$ cat src/rtl/cqf_pkg.sv
`default_nettype none

package cqf_pkg;

    // Field widths fixed by the interface
    localparam int DATA_W   = 32;
    localparam int REQ_W    = 2;
    localparam int STATUS_W = 2;
    localparam int CAP_W    = 5;

    // Capacity register value after reset
    localparam logic [CAP_W-1:0] CAP_RESET = 5'd16;

    typedef logic signed [DATA_W-1:0] data_t;

    // Request kinds; the fourth code is ignored
    typedef enum logic [REQ_W-1:0] {
        REQ_ENQ  = 2'd0,
        REQ_DEQ  = 2'd1,
        REQ_DUMP = 2'd2
    } req_kind_t;

    // Result status codes
    typedef enum logic [STATUS_W-1:0] {
        STAT_OK        = 2'd0,
        STAT_OVERFLOW  = 2'd1,
        STAT_UNDERFLOW = 2'd2,
        STAT_EMPTY     = 2'd3
    } status_t;

    // Control sequencer states
    typedef enum logic [1:0] {
        S_IDLE,
        S_READ,
        S_RESP
    } state_t;

endpackage

`default_nettype wire

$ cat src/rtl/cqf_req_if.sv
`default_nettype none

interface cqf_req_if;
    logic                         valid;
    logic                         ready;
    logic [cqf_pkg::REQ_W-1:0]    req_type;
    cqf_pkg::data_t               value;

    modport source (output valid, output req_type, output value, input ready);
    modport sink   (input valid, input req_type, input value, output ready);
endinterface

`default_nettype wire

$ cat src/rtl/cqf_res_if.sv
`default_nettype none

interface cqf_res_if;
    logic                valid;
    logic                ready;
    cqf_pkg::status_t    status;
    cqf_pkg::data_t      data;
    logic                last;

    modport source (output valid, output status, output data, output last, input ready);
    modport sink   (input valid, input status, input data, input last, output ready);
endinterface

`default_nettype wire

$ cat src/rtl/cqf_ram.sv
`default_nettype none

module cqf_ram #(
    parameter int DEPTH = 16,
    localparam int AW = (DEPTH > 1) ? $clog2(DEPTH) : 1
) (
    input  wire logic            clk,
    input  wire logic            wr_en,
    input  wire logic [AW-1:0]   wr_addr,
    input  wire cqf_pkg::data_t  wr_data,
    input  wire logic            rd_en,
    input  wire logic [AW-1:0]   rd_addr,
    output cqf_pkg::data_t       rd_data
);
    import cqf_pkg::*;

    data_t mem [DEPTH];

    // Write port
    always_ff @(posedge clk)
    begin
        if (wr_en)
        begin
            mem[wr_addr] <= wr_data;
        end
    end

    // Registered read port; data holds until the next read
    always_ff @(posedge clk)
    begin
        if (rd_en)
        begin
            rd_data <= mem[rd_addr];
        end
    end

endmodule

`default_nettype wire

$ cat src/rtl/circular_queue_fifo_core.sv
// Enqueue, overflow, underflow and empty-dump: result loaded into the output register as the
// item is taken, or held until that register frees up; next item taken the following cycle
// while the output is free. Dequeue: entry passes the RAM read register, then the output
// register; no new item is taken meanwhile. Dump of N entries: first entry on the same path,
// then one per cycle while the output is free, bound by the single RAM read port. Async
// active-low reset empties the queue and sets capacity to 16; slot contents are not cleared.
`default_nettype none

module circular_queue_fifo_core #(
    parameter int DEPTH = 16
) (
    input  wire logic                      clk,
    input  wire logic                      rst_n,
    input  wire logic                      cfg_wr_en,
    input  wire logic [cqf_pkg::CAP_W-1:0] cfg_wr_data,
    cqf_req_if.sink                        req,
    cqf_res_if.source                      res
);
    import cqf_pkg::*;

    localparam int IW = (DEPTH > 1) ? $clog2(DEPTH) : 1;
    localparam int XW = ((IW > CAP_W) ? IW : CAP_W) + 1;

    typedef logic [IW-1:0] idx_t;
    typedef logic [XW-1:0] ext_t;

    // Next index around the ring, wrapping at the capacity in use
    function automatic idx_t ring_adv(input idx_t idx, input ext_t cap);
        ext_t n;
        n = ext_t'(idx) + ext_t'(1);
        return (n >= cap) ? '0 : n[IW-1:0];
    endfunction

    state_t              state_reg, state_next;
    idx_t                head_reg, head_next;
    idx_t                tail_reg, tail_next;
    logic                empty_reg, empty_next;
    logic [CAP_W-1:0]    cap_reg;
    idx_t                walk_idx_reg, walk_idx_next;
    logic [CAP_W-1:0]    walk_cnt_reg, walk_cnt_next;
    logic                walk_last_reg, walk_last_next;
    status_t             resp_status_reg, resp_status_next;
    logic                out_valid_reg, out_valid_next;
    status_t             out_status_reg, out_status_next;
    data_t               out_data_reg, out_data_next;
    logic                out_last_reg, out_last_next;

    logic                ram_wr_en;
    idx_t                ram_wr_addr;
    logic                ram_rd_en;
    idx_t                ram_rd_addr;
    data_t               ram_rd_data;

    ext_t                cap_use;
    logic                req_acc;
    logic                out_free;
    logic                is_full;
    idx_t                tail_adv;
    idx_t                head_adv;
    idx_t                walk_adv;
    logic [CAP_W-1:0]    walk_cnt_inc;
    logic                acc_read;
    logic                acc_emit;
    logic                emit;
    status_t             emit_status;
    data_t               emit_data;
    logic                emit_last;

    cqf_ram #(
        .DEPTH (DEPTH)
    ) u_ram (
        .clk     (clk),
        .wr_en   (ram_wr_en),
        .wr_addr (ram_wr_addr),
        .wr_data (req.value),
        .rd_en   (ram_rd_en),
        .rd_addr (ram_rd_addr),
        .rd_data (ram_rd_data)
    );

    // Clamp capacity to 1..DEPTH
    always_comb
    begin
        if (cap_reg == '0)
        begin
            cap_use = ext_t'(1);
        end
        else if (ext_t'(cap_reg) > ext_t'(DEPTH))
        begin
            cap_use = ext_t'(DEPTH);
        end
        else
        begin
            cap_use = ext_t'(cap_reg);
        end
    end

    assign req_acc      = req.valid && req.ready;
    assign out_free     = !out_valid_reg || res.ready;
    assign tail_adv     = ring_adv(tail_reg, cap_use);
    assign head_adv     = ring_adv(head_reg, cap_use);
    assign walk_adv     = ring_adv(walk_idx_reg, cap_use);
    assign walk_cnt_inc = walk_cnt_reg + CAP_W'(1);
    assign is_full      = !empty_reg && (tail_adv == head_reg);

    // Classify the taken item: RAM read needed, or an immediate result
    assign acc_read = req_acc && !empty_reg &&
                      ((req.req_type == REQ_DEQ) || (req.req_type == REQ_DUMP));
    assign acc_emit = req_acc && ((req.req_type == REQ_ENQ) ||
                      (empty_reg && ((req.req_type == REQ_DEQ) ||
                                     (req.req_type == REQ_DUMP))));

    // Next state
    always_comb
    begin
        state_next = state_reg;
        case (state_reg)
            S_IDLE:
            begin
                if (acc_read)
                begin
                    state_next = S_READ;
                end
                else if (acc_emit && !out_free)
                begin
                    state_next = S_RESP;
                end
            end
            S_READ:
            begin
                if (out_free && walk_last_reg)
                begin
                    state_next = S_IDLE;
                end
            end
            S_RESP:
            begin
                if (out_free)
                begin
                    state_next = S_IDLE;
                end
            end
            default:
            begin
                state_next = S_IDLE;
            end
        endcase
    end

    // Queue update, RAM access and result emission
    always_comb
    begin
        head_next        = head_reg;
        tail_next        = tail_reg;
        empty_next       = empty_reg;
        walk_idx_next    = walk_idx_reg;
        walk_cnt_next    = walk_cnt_reg;
        walk_last_next   = walk_last_reg;
        resp_status_next = resp_status_reg;
        out_valid_next   = out_valid_reg && !res.ready;
        out_status_next  = out_status_reg;
        out_data_next    = out_data_reg;
        out_last_next    = out_last_reg;
        ram_wr_en        = 1'b0;
        ram_wr_addr      = empty_reg ? '0 : tail_adv;
        ram_rd_en        = 1'b0;
        ram_rd_addr      = head_reg;
        emit             = 1'b0;
        emit_status      = STAT_OK;
        emit_data        = '0;
        emit_last        = 1'b1;

        case (state_reg)
            S_IDLE:
            begin
                if (req_acc)
                begin
                    case (req.req_type)
                        REQ_ENQ:
                        begin
                            emit = 1'b1;
                            if (is_full)
                            begin
                                emit_status = STAT_OVERFLOW;
                            end
                            else
                            begin
                                ram_wr_en  = 1'b1;
                                tail_next  = ram_wr_addr;
                                empty_next = 1'b0;
                                if (empty_reg)
                                begin
                                    head_next = '0;
                                end
                            end
                        end
                        REQ_DEQ:
                        begin
                            if (empty_reg)
                            begin
                                emit        = 1'b1;
                                emit_status = STAT_UNDERFLOW;
                            end
                            else
                            begin
                                ram_rd_en      = 1'b1;
                                walk_last_next = 1'b1;
                                if (head_reg == tail_reg)
                                begin
                                    head_next  = '0;
                                    tail_next  = '0;
                                    empty_next = 1'b1;
                                end
                                else
                                begin
                                    head_next = head_adv;
                                end
                            end
                        end
                        REQ_DUMP:
                        begin
                            if (empty_reg)
                            begin
                                emit        = 1'b1;
                                emit_status = STAT_EMPTY;
                            end
                            else
                            begin
                                ram_rd_en      = 1'b1;
                                walk_idx_next  = head_reg;
                                walk_cnt_next  = CAP_W'(1);
                                walk_last_next = (head_reg == tail_reg) ||
                                                 (cap_use <= ext_t'(1));
                            end
                        end
                        default:
                        begin
                            // drop unknown request kinds
                        end
                    endcase
                end
            end
            S_READ:
            begin
                // emit the entry the RAM has read and, unless it is the last, fetch the next one
                if (out_free)
                begin
                    emit      = 1'b1;
                    emit_data = ram_rd_data;
                    emit_last = walk_last_reg;
                    if (!walk_last_reg)
                    begin
                        ram_rd_en      = 1'b1;
                        ram_rd_addr    = walk_adv;
                        walk_idx_next  = walk_adv;
                        walk_cnt_next  = walk_cnt_inc;
                        walk_last_next = (walk_adv == tail_reg) ||
                                         (ext_t'(walk_cnt_inc) >= cap_use);
                    end
                end
            end
            S_RESP:
            begin
                emit        = 1'b1;
                emit_status = resp_status_reg;
            end
            default:
            begin
            end
        endcase

        // Load the output register, or hold the status until it frees up
        if (emit)
        begin
            if (out_free)
            begin
                out_valid_next  = 1'b1;
                out_status_next = emit_status;
                out_data_next   = emit_data;
                out_last_next   = emit_last;
            end
            else
            begin
                resp_status_next = emit_status;
            end
        end
    end

    // Control registers
    always_ff @(posedge clk or negedge rst_n)
    begin
        if (!rst_n)
        begin
            state_reg     <= S_IDLE;
            head_reg      <= '0;
            tail_reg      <= '0;
            empty_reg     <= 1'b1;
            cap_reg       <= CAP_RESET;
            out_valid_reg <= 1'b0;
        end
        else
        begin
            state_reg     <= state_next;
            head_reg      <= head_next;
            tail_reg      <= tail_next;
            empty_reg     <= empty_next;
            out_valid_reg <= out_valid_next;
            if (cfg_wr_en)
            begin
                cap_reg <= cfg_wr_data;
            end
        end
    end

    // Payload and walk registers
    always_ff @(posedge clk)
    begin
        walk_idx_reg    <= walk_idx_next;
        walk_cnt_reg    <= walk_cnt_next;
        walk_last_reg   <= walk_last_next;
        resp_status_reg <= resp_status_next;
        out_status_reg  <= out_status_next;
        out_data_reg    <= out_data_next;
        out_last_reg    <= out_last_next;
    end

    assign req.ready  = (state_reg == S_IDLE);
    assign res.valid  = out_valid_reg;
    assign res.status = out_status_reg;
    assign res.data   = out_data_reg;
    assign res.last   = out_last_reg;

endmodule

`default_nettype wire

$ cat src/flat_wrapper.sv
// flat-port wrapper written by rule: the top's interface ports become plain ports
module circular_queue_fifo_core_flat import cqf_pkg::*;
#(
    parameter int DEPTH = 16
)
  (clk, rst_n, cfg_wr_en, cfg_wr_data, req_valid, req_req_type, req_value, req_ready, res_valid, res_status, res_data, res_last, res_ready);
  cqf_req_if req_i ();
  cqf_res_if res_i ();
  input  wire logic clk;
  input  wire logic rst_n;
  input  wire logic cfg_wr_en;
  input  wire logic [cqf_pkg::CAP_W-1:0] cfg_wr_data;
  input wire logic [$bits(req_i.valid)-1:0] req_valid;
  input wire logic [$bits(req_i.req_type)-1:0] req_req_type;
  input wire logic [$bits(req_i.value)-1:0] req_value;
  output wire logic [$bits(req_i.ready)-1:0] req_ready;
  output wire logic [$bits(res_i.valid)-1:0] res_valid;
  output wire logic [$bits(res_i.status)-1:0] res_status;
  output wire logic [$bits(res_i.data)-1:0] res_data;
  output wire logic [$bits(res_i.last)-1:0] res_last;
  input wire logic [$bits(res_i.ready)-1:0] res_ready;
  assign req_i.valid = req_valid;
  assign req_i.req_type = req_req_type;
  assign req_i.value = req_value;
  assign req_ready = req_i.ready;
  assign res_valid = res_i.valid;
  assign res_status = res_i.status;
  assign res_data = res_i.data;
  assign res_last = res_i.last;
  assign res_i.ready = res_ready;
  circular_queue_fifo_core #(.DEPTH(DEPTH)) u_core (.clk(clk), .rst_n(rst_n), .cfg_wr_en(cfg_wr_en), .cfg_wr_data(cfg_wr_data), .req(req_i), .res(res_i));
endmodule
$ cat config.mk
export PLATFORM = sky130hd
export DESIGN_NAME = circular_queue_fifo_core_flat
export DESIGN_NICKNAME = d
export VERILOG_FILES = /design/src/rtl/cqf_pkg.sv /design/src/rtl/cqf_req_if.sv /design/src/rtl/cqf_res_if.sv /design/src/rtl/cqf_ram.sv /design/src/rtl/circular_queue_fifo_core.sv /design/src/flat_wrapper.sv
export SDC_FILE = /design/constraint.sdc
export NUM_CORES = 1
export LEC_CHECK = 0
export BUFFER_PORTS_ARGS = -buffer_cell sky130_fd_sc_hd__buf_2
export CAP_MARGIN = 20
export CORE_MARGIN = 3
export CORE_UTILIZATION = 35
export CTS_CLUSTER_DIAMETER = 30
export DETAILED_ROUTE_END_ITERATION = 7
export PLACE_DENSITY = 0.49
export RECOVER_POWER = 25
export SLEW_MARGIN = 20
export SYNTH_ARGS = -nofsm -noshare
export SYNTH_HDL_FRONTEND = slang
export SYNTH_SLANG_ARGS = --single-unit
$ cat constraint.sdc
create_clock -name clk -period 10.35 [get_ports clk]
set_input_delay 1.035 -clock clk [delete_from_list [all_inputs] [get_ports clk]]
set_output_delay 1.035 -clock clk [all_outputs]
set_load 0.005 [all_outputs]
**After elaboration in Yosys (flattened, before gate mapping)**

Memory sizes are Yosys's and may differ from the RTL's. A register that Yosys moved wholly into a read port is not among the register bits.
Index checks and enable logic that the tools add are counted.

- Register bits after elaboration: 64
- Memory bits (writable): 512
- Input port bits: 44
- Output and inout port bits: 37
- Word-level logic and storage cells: 150
- Memories: 1

- Add/subtract/negate cells: 4
- Order comparisons: 6
- Equal/unequal tests: 22
- Muxes and demuxes: 71
- Bitwise logic cells: 1
- Reduce and logical (&&, ||, !) cells: 32

Memories:

| memory | depth | bits a word | read ports | clocked after Yosys merged registers in | wr ports | RTL line | source |
|---|---|---|---|---|---|---|---|
| u_core.u_ram.mem | 16 | 32 | 1 | 1 | 1 | cqf_ram.sv:17 | `data_t mem [DEPTH];` |

Operators by type and width:

| cell | count |
|---|---|
| 4-bit two-way mux | 19 |
| 5-bit two-way mux | 7 |
| 1-bit two-way mux | 25 |
| 4-bit case mux with 2 select lines | 3 |
| 6-bit AND reduction | 4 |
| 6-bit by 5-bit >= comparator with 1-bit output | 3 |
| 4-bit by 1-bit adder with 5-bit output (second input constant) | 3 |
| 2-bit two-way mux | 7 |
| 2-bit != test (second input constant) | 7 |
| 4-bit equality test | 3 |
| 3-bit != test (second input constant) | 4 |
| 2-bit case mux with 3 select lines | 2 |
| 1-bit case mux with 2 select lines | 5 |
| 5-bit case mux with 2 select lines | 1 |
| 1-bit logical AND | 9 |
| 2-bit by 1-bit != test with 1-bit output (second input constant) | 4 |
| 5-bit by 1-bit adder with 5-bit output (second input constant) | 1 |
| 5-bit >= comparator | 1 |
| 5-bit > comparator (second input constant) | 1 |
| 5-bit by 1-bit less-or-equal comparator with 1-bit output (second input constant) | 1 |
| 5-bit zero test | 1 |
| 1-bit logical OR | 5 |
| 2-bit by 1-bit equality test with 1-bit output (second input constant) | 2 |
| 2-bit equality test (second input constant) | 2 |
| 10 further kinds | 16 |

**Logic depth before layout (Yosys ltp)**

- Depth in word-level cells: 13
- Mapped depth: 13

**By module**

A second synthesis with hierarchy kept.

- Cell total of the unflattened synthesis: 1177
- Area, all modules: 23874.1 sq um

Modules (own cells, without submodules):

| module | times used | cells each | area an instance (sq um) | seq. area each (sq um) |
|---|---|---|---|---|
| cqf_ram | 1 | 838 | 20155.6 | 16335.7 |
| circular_queue_fifo_core | 1 | 339 | 3718.6 | 1839.3 |

**Least setup slack after synthesis**

Ideal clock, no wire load.

- Path type: register -> register
- Start: reg u_core.tail_reg[2]
- End: mem u_core.u_ram.mem[8][0] in the netlist's numbering, enable pin
- Library setup time: 501 ps
- Arrival time: 5815 ps
- Setup slack: 4034 ps
- Cell stages (with the launch flop): 12
- Buffers on the path: 2
- Clock period less this slack: 6316 ps
- Cells stage by stage: dfrtp_1 > buf_2 > nand3_1 > xor2_1 > inv_1 > ha_1 > a2111oi_0 > o31a_1 > mux2i_1 > o211ai_1 > buf_2 > nor4_1

- Word-level cells in the longest chain between the ends: 11
- Elaborated cells between the ends (all ways): 12

RTL lines:

| element | RTL line | source |
|---|---|---|
| start, declared | circular_queue_fifo_core.sv:36 | `idx_t tail_reg, tail_next;` |
| start signal, assigned | circular_queue_fifo_core.sv:305 | `tail_reg <= tail_next;` |
| 4-bit by 1-bit adder with 5-bit output (*) | circular_queue_fifo_core.sv:30 | `n = ext_t'(idx) + ext_t'(1);` |
| 6-bit by 5-bit >= comparator with 1-bit output | circular_queue_fifo_core.sv:31 | `return (n >= cap) ? '0 : n[IW-1:0];` |
| 4-bit two-way mux (*) | circular_queue_fifo_core.sv:31 |  |
| 4-bit equality test | circular_queue_fifo_core.sv:104 | `assign is_full = !empty_reg && (tail_adv == head_reg);` |
| 1-bit logical AND | circular_queue_fifo_core.sv:104 |  |
| 1-bit two-way mux | circular_queue_fifo_core.sv:182 | `if (is_full)` |
| 1-bit two-way mux | circular_queue_fifo_core.sv:178 | `case (req.req_type)` |
| 1-bit two-way mux | circular_queue_fifo_core.sv:176 | `if (req_acc)` |
| 1-bit two-way mux | circular_queue_fifo_core.sv:173 | `case (state_reg)` |
| 1-bit two-way mux | cqf_ram.sv:22 | `if (wr_en)` |
| 1-bit two-way mux (implied by the code) | cqf_ram.sv:24 | `mem[wr_addr] <= wr_data;` |
| end, declared | cqf_ram.sv:17 |  |

Every way passes the cells marked *; elsewhere a longest branch is shown, timed or not.

**Final worst setup path**

- Start: reg u_core.walk_idx_reg[0]
- End: reg u_core.u_ram.rd_data[14], read port of u_core.u_ram.mem (data pin)

- Word-level cells in the longest chain between the ends: 6

RTL lines:

| element | RTL line | source |
|---|---|---|
| start, declared | circular_queue_fifo_core.sv:39 | `idx_t walk_idx_reg, walk_idx_next;` |
| start signal, assigned | circular_queue_fifo_core.sv:318 | `walk_idx_reg <= walk_idx_next;` |
| 4-bit by 1-bit adder with 5-bit output (*) | circular_queue_fifo_core.sv:30 |  |
| 6-bit by 5-bit >= comparator with 1-bit output | circular_queue_fifo_core.sv:31 |  |
| 4-bit two-way mux (*) | circular_queue_fifo_core.sv:31 |  |
| 4-bit two-way mux (*) | circular_queue_fifo_core.sv:251 | `if (!walk_last_reg)` |
| 4-bit two-way mux (*) | circular_queue_fifo_core.sv:246 | `if (out_free)` |
| 4-bit two-way mux (*) | circular_queue_fifo_core.sv:173 |  |
| end, declared | cqf_ram.sv:13 | `output cqf_pkg::data_t rd_data` |

Marks and branches as above.
A chain may end at the register's enable or synchronous reset.

==> impl_metrics.toml <==
[die]
die_area_um2 = 72200
die_h_um = 269
boundaryPins = 81
initial_core_util_pct = 35.6
die_x_um = 269
fp-row-count = 95
core-area_um2 = 67800

[logic_synthesis]
synth.top_cell.area_share_pct = 73.5
avgSynthCellArea_um2 = 17.5
syn_area_um2 = 24200
synth_seq_cells = 608
netlist_instances = 1382
synth_top_area_cell = "edfxtp_1"
yosys-top-cells-area = "edfxtp_1 (73%), mux2i_1 (11%), o22ai_1 (3.4%)"
synth-async-reset-ratio_pct = 2.80
seq_area_frac_synth_pct = 75.3
synth_nets = 1454
yosysWarnings = 0
synth_cell_types = 63
synth_edf_count = 591
yosys-top-cells-count = "edfxtp_1 (591), mux2i_1 (257), o22ai_1 (130)"
synth_ff_type = "edfxtp_1"
yosysMostFrequentCell = "edfxtp_1"

[timing]
max_freq_mhz = 190
fin_tns_setup_ps = 0
period_share_pct = 50.8
setup_ws_ps = 5100
worstMarginPinSlew_ps = 1140
final-max-slew-violation-count = 0
finalCriticalPeriod_ps = 5250
max_slew_margin_pct = 24.0
rsz0062_at_grt = "false"
setup_violations = 0
clock_skew_ps = 26.5
finalHoldViolCount = 0

[finish]
instances_no_fill = 2533
nNetsFinal = 1628
regMostFlops = "u_core.u_ram.mem"
largest_register_ff_count = 512
final_layout_size_suffix_gt1_share_pct = 19.9
area_growth_pct = 24.4
final_util_pct = 44.3

[power]
power_leakage_nw = 9.65
p_per_area_nw_per_um2 = 253
vdd_drop_max_uv = 142

[flow_run]
max_cap_viol_count = 0

[placement]
place_inst = 2297
gp_congestion = 0.782
place_hpwl_um = 30000
io_buffers = 80
pre_cts_slack_ps = 5130

[global_routing]
grt_pass1_vias = 13500
grt_pass1_wl_um = 87000
track_usage_pct = 16.5
overflow = 0
grt_max_degree = 147
antenna_found_initial = 3

[clock_network]
clk_latency_ps = 690
cts_made_buffers = 130
post_cts_resized = 0
cts_buffer_depth = 3
cts_tree = "done"
cts-htree-levels = 4
hold_buffers = 0
post_cts_buffers = 0
root_buffer = "clkbuf_16"
clkTransAtPathRegs_ps = 50
cts_num_sinks = 608

[route]
avgRoutedWirePerCell_um = 22.9
vias = 13000
vias_per_cell = 5.13
drt_iter0_drc = 797
drcViolationCount = 0
drtPass1Iterations = 5
wl_um = 58100
antenna_left = 0

[critical_path]
path_class = "register to register"
crit_path_start_kind = "register"
crit_required_ps = 10770
critPathTopFamily = "buffers and inverters"
crit_path_max_incr_delay_ps = 830
cp_cell_sequence = "ha_1 > xor2_2 > ha_1 > o211ai_1 > o21ai_1 > o21a_1 > o31ai_4 > buf_4 > buf_12 > mux2i_1 > o22ai_1 > or4_1"
cpMostUsedCell = "ha_1"
cp_max_fo = 146
cpMaxStageDelayCell = "buf_4"
endpoint_kind = "register"
critPathBufInv = 2
critical_path_arrival_ps = 5670

[run_status]
status = "finished clean"

[min_path]
hold_path.class = "register to register"
where the power goes:
part	switching, W	internal, W
registers	0.0000594	0.00286
logic	0.000420	0.000226
clock network	0.00128	0.00276
total	0.00176	0.00585
cell families after synthesis:
| logic type | count (synthesis) | share of synthesized area, % |
|---|---|---|
| DFF | 608 | 75.3 |
| xor gates and xnor gates | 17 | 0.756 |
| and+or+nand+nor | 192 | 4.67 |
| adders and majority gates | 28 | 1.45 |
| buffers and inverters | 83 | 1.77 |
| muxes | 261 | 10.8 |
| AOI/OAI and AO/OA | 193 | 5.27 |
layout by cell type, fill, tap and decap left out, drive strengths merged, types with 13 or more instances in the layout:
master and n:
nor2 20, or4 32, clkinvlp 13, o22ai 130
dfrtp 15, o21ai 17, ha 28, and2 39
nand2 38, clkinv 46, buf 87, edfxtp 591
inv 19, nor4 13, bufinv 16, clkbuf 179
mux2i 257
per-layer routing:
layer  global-route usage, %  share of wire (%)  vias to the layer above
met4                    6.44                2.4                        0
li1                        -                  -                     5942
met1                    22.2                 46                     6634
met3                    4.08                4.8                      103
met5                       0                  0                        -
met2                    25.9                 47                      304
path summary, 6_finish.rpt:
path,from,to,slack (ps),cells after the start
hold reg to reg,u_core.u_ram.rd_data[29]$_DFFE_PP_,u_core.res.data[29]$_SDFFCE_PN0P_,510,1
hold / removal,u_core.u_ram.rd_data[29]$_DFFE_PP_,u_core.res.data[29]$_SDFFCE_PN0P_,510,1
max in group asynchronous,rst_n,u_core.state_reg[0]$_DFFE_PN0P_,9210,1
min in group asynchronous,rst_n,u_core.cap_reg[0]$_DFFE_PN0P_,520,1
setup / recovery,u_core.walk_idx_reg[0]$_DFFE_PP_,u_core.u_ram.rd_data[14]$_DFFE_PP_,5100,12
setup reg to reg,u_core.walk_idx_reg[0]$_DFFE_PP_,u_core.u_ram.rd_data[14]$_DFFE_PP_,5100,12
stage by stage:
| step | power (W) | hold slack [ps] | area (µm²) |
|---|---|---|---|
| 2_1_floorplan | 0.00334 | 481 | 24200 |
| 3_3_place_gp | 0.00362 | 504 | 25600 |
| 3_5_place_dp | 0.00363 | 506 | 25700 |
| 4_1_cts | 0.00771 | 251 | 30100 |
| 5_1_grt | 0.00792 | 526 | 30000 |
| 6_report | 0.00761 | 514 | 30000 |
final cells by class:
class / count / area (µm²)
inverter: 12 / 45.0
fill: 5903 / 37700
timing repair buffer: 113 / 661
clock inverter: 82 / 926
sequential: 608 / 18200
antenna: 1 / 2.50
clock buffer: 153 / 3430
multi-input combinational: 691 / 5700
tap: 873 / 1090
(Power assumes the default switching activity.)
